**config.mk**
```make
export PLATFORM = sky130hd
export DESIGN_NAME = vn_div_lane
export DESIGN_NICKNAME = d
export VERILOG_FILES = /design/src/rtl/core/vn_pkg.sv /design/src/rtl/core/vn_div_lane.sv
export SDC_FILE = /design/constraint.sdc
export NUM_CORES = 2
export LEC_CHECK = 0
export ABC_AREA = 0
export BUFFER_PORTS_ARGS = -buffer_cell sky130_fd_sc_hd__clkbuf_2
export CAP_MARGIN = 20
export CORE_MARGIN = 2
export CORE_UTILIZATION = 25
export DETAILED_ROUTE_END_ITERATION = 12
export GPL_ROUTABILITY_DRIVEN = 1
export PLACE_DENSITY = 0.48
export SLEW_MARGIN = 0
export SYNTH_ARGS = -nofsm -noshare
export SYNTH_HDL_FRONTEND = slang
export SYNTH_SLANG_ARGS = --single-unit
```
**constraint.sdc**
```tcl
create_clock -name aclk -period 4.6 [get_ports aclk]
set_clock_uncertainty 0.05 [all_clocks]
set_input_delay 0.46 -clock aclk [delete_from_list [all_inputs] [get_ports aclk]]
set_output_delay 0.46 -clock aclk [all_outputs]
set_load 0.02 [all_outputs]
```
**src/rtl/core/vn_pkg.sv**
```systemverilog
// Shared widths for the four-component vector normalizer.
`default_nettype none
package vn_pkg;
    localparam int unsigned COMP_W  = 32;
    localparam int unsigned SQ_W    = 63;
    localparam int unsigned SUM_W   = 65;
    localparam int unsigned ROOT_W  = 33;
    localparam int unsigned LANES   = 4;
    localparam int unsigned SQ_LAT  = 2;
    localparam int unsigned SUM_LAT = 2;
endpackage
`default_nettype wire

```
**src/rtl/core/vn_div_lane.sv**
```systemverilog
// Pipelined restoring divider: (mag << FRAC_BITS) / length, signed result.
`default_nettype none
module vn_div_lane #(
    parameter int unsigned FRAC_BITS = 16
) (
    input  wire logic                      aclk,
    input  wire logic                      en,
    input  wire logic [vn_pkg::COMP_W-1:0] mag,
    input  wire logic                      neg,
    input  wire logic [vn_pkg::ROOT_W-1:0] len,
    output logic [vn_pkg::COMP_W-1:0]      unit
);
    import vn_pkg::*;

    localparam int unsigned QW = FRAC_BITS + 1;

    logic [ROOT_W-1:0] rem_reg [0:QW-1];
    logic [ROOT_W-1:0] len_reg [0:QW-1];
    logic [QW-1:0]     q_reg   [0:QW-1];
    logic              neg_reg [0:QW-1];
    logic [COMP_W-1:0] unit_reg;

    for (genvar k = 0; k < QW; k++) begin : g_stage
        logic [ROOT_W-1:0] rem_in, len_in;
        logic [QW-1:0]     q_in;
        logic              neg_in;
        logic [ROOT_W:0]   shifted;
        logic [ROOT_W+1:0] diff;
        if (k == 0) begin : g_first
            // quotient fits QW bits, so the upper dividend bits form the start remainder
            assign rem_in  = ROOT_W'(mag >> 1);
            assign len_in  = len;
            assign q_in    = '0;
            assign neg_in  = neg;
            assign shifted = {rem_in, mag[0]};
        end else begin : g_rest
            assign rem_in  = rem_reg[k-1];
            assign len_in  = len_reg[k-1];
            assign q_in    = q_reg[k-1];
            assign neg_in  = neg_reg[k-1];
            assign shifted = {rem_in, 1'b0};
        end
        assign diff = {1'b0, shifted} - {2'b00, len_in};

        always_ff @(posedge aclk) begin
            if (en) begin
                len_reg[k] <= len_in;
                neg_reg[k] <= neg_in;
                if (!diff[ROOT_W+1]) begin
                    rem_reg[k] <= diff[ROOT_W-1:0];
                    q_reg[k]   <= {q_in[QW-2:0], 1'b1};
                end else begin
                    rem_reg[k] <= shifted[ROOT_W-1:0];
                    q_reg[k]   <= {q_in[QW-2:0], 1'b0};
                end
            end
        end
    end

    always_comb begin
        if (neg_reg[QW-1]) unit_reg = COMP_W'(-COMP_W'(q_reg[QW-1]));
        else               unit_reg = COMP_W'(q_reg[QW-1]);
    end

    assign unit = unit_reg;
endmodule
`default_nettype wire

```
==> flow_summary.rst <==
.. list-table::
   :header-rows: 1

   * - Metric
     - Value
   * - Run status
     - finished, final reports clean
   * - Io pins
     - 100
   * - Yosys top cell area share
     - 0.520
   * - Post-CTS setup-driven buffer insertion count
     - 0
   * - Biggest area contributors in the synthesized netlist
     - sky130_fd_sc_hd__edfxtp_1 52%, sky130_fd_sc_hd__ha_1 9.6%, sky130_fd_sc_hd__a21oi_1 4.6%, sky130_fd_sc_hd__inv_1 3.8%, sky130_fd_sc_hd__xnor2_1 3.3%
   * - Number of buffers between clock root and the deepest sink
     - 4
   * - Power Density
     - 636 nW/um^2
   * - Final core area utilization
     - 0.289
   * - Filler Cells Inserted
     - 28.7k
   * - Largest delay contributor family on the critical path
     - compound AO/OA/AOI/OAI gates
   * - Syn Std Cell Area
     - 70,800 um^2
   * - Dominant synthesized flop cell
     - sky130_fd_sc_hd__edfxtp_1
   * - WHS
     - 0.0776 ns
   * - Setup tns final
     - 0 ns
   * - Required time worst endpoint
     - 5.10 ns
   * - First-pass iteration count of the detailed router
     - 7
   * - Flop and latch count out of synthesis
     - 1,226
   * - Cell count along the critical path
     - 12
   * - Total CTS buffers
     - 153
   * - Relative max-transition margin
     - 0.349
   * - TritonCTS clock tree
     - done
   * - Overflow after GRT
     - 0
   * - Core Box Area
     - 282,000 um^2
   * - Synth async-reset ratio
     - 0
   * - Maximum clock rate
     - 234 MHz
   * - Avg Cell Area, Syn
     - 10.8 um^2
   * - Count of maximum capacitance violations
     - 0
   * - First-pass GRT wire length
     - 237 mm
   * - Total chip power
     - 51.7 mW
   * - Synth top cells by count
     - 1,225 x sky130_fd_sc_hd__edfxtp_1, 720 x sky130_fd_sc_hd__inv_1, 646 x sky130_fd_sc_hd__a21oi_1
   * - Antenna violations before repair
     - 0
   * - Slowest cell on the critical path
     - sky130_fd_sc_hd__o32a_1
   * - Cell accounting for the most synthesized area
     - sky130_fd_sc_hd__edfxtp_1
   * - Wire per inst
     - 13.6 um
   * - Class of the tightest hold or removal check
     - in2reg
   * - Number of diodes
     - 0
   * - Full die area
     - 287,000 um^2
   * - Vias per std cell
     - 4.45
   * - Starting Density
     - 0.251
   * - Source of the critical timing path
     - rem_reg[13][1]
   * - Global-route total usage across every layer
     - 0.0984
   * - Setup repair after global routing missed its margin
     - no
   * - Largest net degree at the start of global routing
     - 120
   * - Share of the yosys chip area belonging to registers
     - 0.520
   * - Clock Root Buffer
     - sky130_fd_sc_hd__clkbuf_16
   * - H-tree level count
     - 4
   * - Worst vdd ir
     - 0.255 mV
   * - Drt total wl
     - 145 mm
   * - Cell count of the worst reg-to-reg path
     - 12
   * - Endpoint of the worst register-to-register path
     - rem_reg[14][0]
   * - Clock latency at the later pin of the worst-skew pair
     - 0.82 ns
   * - Non-Filler Cell Area, Final
     - 81,400 um^2
   * - Sum of buffers and inverters on the critical path
     - 1
   * - Cell area after placement
     - 76,200 um^2
   * - Count of port buffers added during placement
     - 99
   * - Number of DRC violations after detailed routing
     - 0
   * - Longest individual stage delay on the worst path
     - 0.44 ns
   * - Ordered list of cells on the worst path
     - ha_1 -> nor2b_1 -> o311ai_1 -> a21oi_1 -> o32a_1 -> a31o_2 -> a41oi_2 -> nand4b_1 -> a31oi_1 -> o21ai_4 -> buf_4 -> and2_1
   * - Antenna-violating nets left
     - 0
   * - Nets in the synthesized netlist
     - 7,162
   * - Number of synthesis warnings
     - 0
   * - Post-Syn Instances
     - 6,533
   * - Beginning of the worst register-to-register path
     - rem_reg[13][1]
   * - Clock sink count
     - 1,226
   * - Number of enable flip-flop cells after synthesis
     - 1,225
   * - Number of standard-cell rows in the floorplan
     - 195
   * - Startpoint class of the critical path
     - flop
   * - Arrival time worst endpoint
     - 4.77 ns
   * - Pins Over Slew Limit
     - 0
   * - Final number of setup-violating endpoints
     - 0
   * - Leading cell type by number of instances after synthesis
     - sky130_fd_sc_hd__edfxtp_1
   * - Nets
     - 7,416
   * - Initial drt markers
     - 2,387
   * - Hpwl dp
     - 109 mm
   * - Pin slew with the least headroom to its limit
     - 0.972 ns
   * - Time the final worst path needs with I/O delays and setup
     - 4.27 ns
   * - CP Max Fanout
     - 37
   * - Horiz. Die Dim
     - 536 um
   * - Reg-to-reg setup timing slack
     - 0.33 ns
   * - Leakage power
     - 32.8 nW
   * - Gpl congestion
     - 0.901
   * - Critical path endpoint category
     - flop
   * - Kind of critical path
     - reg2reg
   * - Clock input transition at the sequential cells of the worst setup and hold paths
     - 0.06 ns
   * - Share of the clock period used by the worst path after layout
     - 0.929
   * - Chip Height
     - 536 um
   * - Vias
     - 47.3k
   * - Number of global-route vias before repair
     - 48.0k
   * - Number of library cell types mapped by synthesis
     - 93
   * - Final number of hold-violating endpoints
     - 0
   * - Fraction of final layout cells sized beyond drive strength 1
     - 0.0848
   * - End point of the critical path
     - rem_reg[14][0]
   * - Area overhead of the layout relative to synthesis
     - 15.0%
area by class of cell:
cell class | instances | area (um^2) | area share
clock inverters | 69 | 429 | 0.00528
inverters | 720 | 2700 | 0.0332
well taps | 3743 | 4680 | 0.0576
flip-flops and latches | 1226 | 36800 | 0.452
clock buffers | 189 | 4030 | 0.0495
repair buffers | 275 | 2120 | 0.0261
multi-input cells | 4411 | 30600 | 0.376
power by group:
part | switching, mW | internal (mW) | leakage, nW | total [mW]
clock | 4.49 | 6.38 | 2.19 | 10.9
combinational | 12.7 | 10.2 | 18.7 | 22.8
sequential | 1.53 | 16.5 | 11.9 | 18.0
total | 18.7 | 33.0 | 32.8 | 51.7
layout by cell type (no fill, tap or decap), types with 17 or more instances in the layout:
cell type and instances:
sky130_fd_sc_hd__a211oi_1 37, sky130_fd_sc_hd__a21boi_0 17, sky130_fd_sc_hd__a21o_1 254, sky130_fd_sc_hd__a21oi_1 644
sky130_fd_sc_hd__a31oi_1 62, sky130_fd_sc_hd__and2_1 46, sky130_fd_sc_hd__and3_1 43, sky130_fd_sc_hd__buf_4 99
sky130_fd_sc_hd__clkbuf_1 33, sky130_fd_sc_hd__clkbuf_16 156, sky130_fd_sc_hd__clkbuf_2 99, sky130_fd_sc_hd__clkinv_1 36
sky130_fd_sc_hd__clkinv_2 23, sky130_fd_sc_hd__dlygate4sd3_1 66, sky130_fd_sc_hd__edfxtp_1 1225, sky130_fd_sc_hd__ha_1 545
sky130_fd_sc_hd__inv_1 720, sky130_fd_sc_hd__mux2_2 117, sky130_fd_sc_hd__nand2_1 438, sky130_fd_sc_hd__nand2b_1 70
sky130_fd_sc_hd__nand3_1 84, sky130_fd_sc_hd__nand4_1 73, sky130_fd_sc_hd__nor2_1 489, sky130_fd_sc_hd__nor2b_1 81
sky130_fd_sc_hd__nor3_1 51, sky130_fd_sc_hd__nor3b_1 20, sky130_fd_sc_hd__o211ai_1 27, sky130_fd_sc_hd__o21a_1 71
sky130_fd_sc_hd__o21ai_0 387, sky130_fd_sc_hd__o21bai_1 45, sky130_fd_sc_hd__o31ai_1 49, sky130_fd_sc_hd__or2_2 23
sky130_fd_sc_hd__or3_1 25, sky130_fd_sc_hd__xnor2_1 268, sky130_fd_sc_hd__xor2_1 166
metal layers:
layer	track usage	up-vias	routed length, um
met1	0.115	22000	64000
met2	0.176	764	70300
met3	0.0147	374	4540
met4	0.0444	0	6150
li1	-	24200	-
met5	0	-	0
cells by family after synthesis:
family	share of synthesized area
flip-flops	0.520
multiplexers	0.0210
XOR/XNOR	0.0537
AND/OR/NAND/NOR	0.0985
adder cells (fa/ha/maj)	0.101
buffers and inverters	0.0490
AO/OA/AOI/OAI	0.157
worst min-delay path by stage:
stage               cells past startpoint          start  slack, ns         endpoint
global route                            1             en       0.06  len_reg[0][332]
finish                                  1             en       0.08  len_reg[0][430]
detailed placement                      0  neg_reg[0][8]       0.35    neg_reg[0][9]
floorplan                               0  neg_reg[0][9]       0.35   neg_reg[0][10]
CTS                                     1             en       0.02  len_reg[0][429]
global placement                        0  neg_reg[0][3]       0.35    neg_reg[0][4]
through the flow:
step	cells	setup slack, ns
after detailed placement	10300	0.113
after CTS	10600	0.248
after global placement	10300	0.0653
after floorplan	6533	1.01
final	10600	0.325
after global routing	10600	0.0713
timing repair:
action,CTS,global route
endpoints found under the hold margin,67,0
gates resized for setup,0,2
endpoints found under the setup margin,0,15
hold buffers,66,0
No activity file was read; power rests on OpenSTA's default activity.
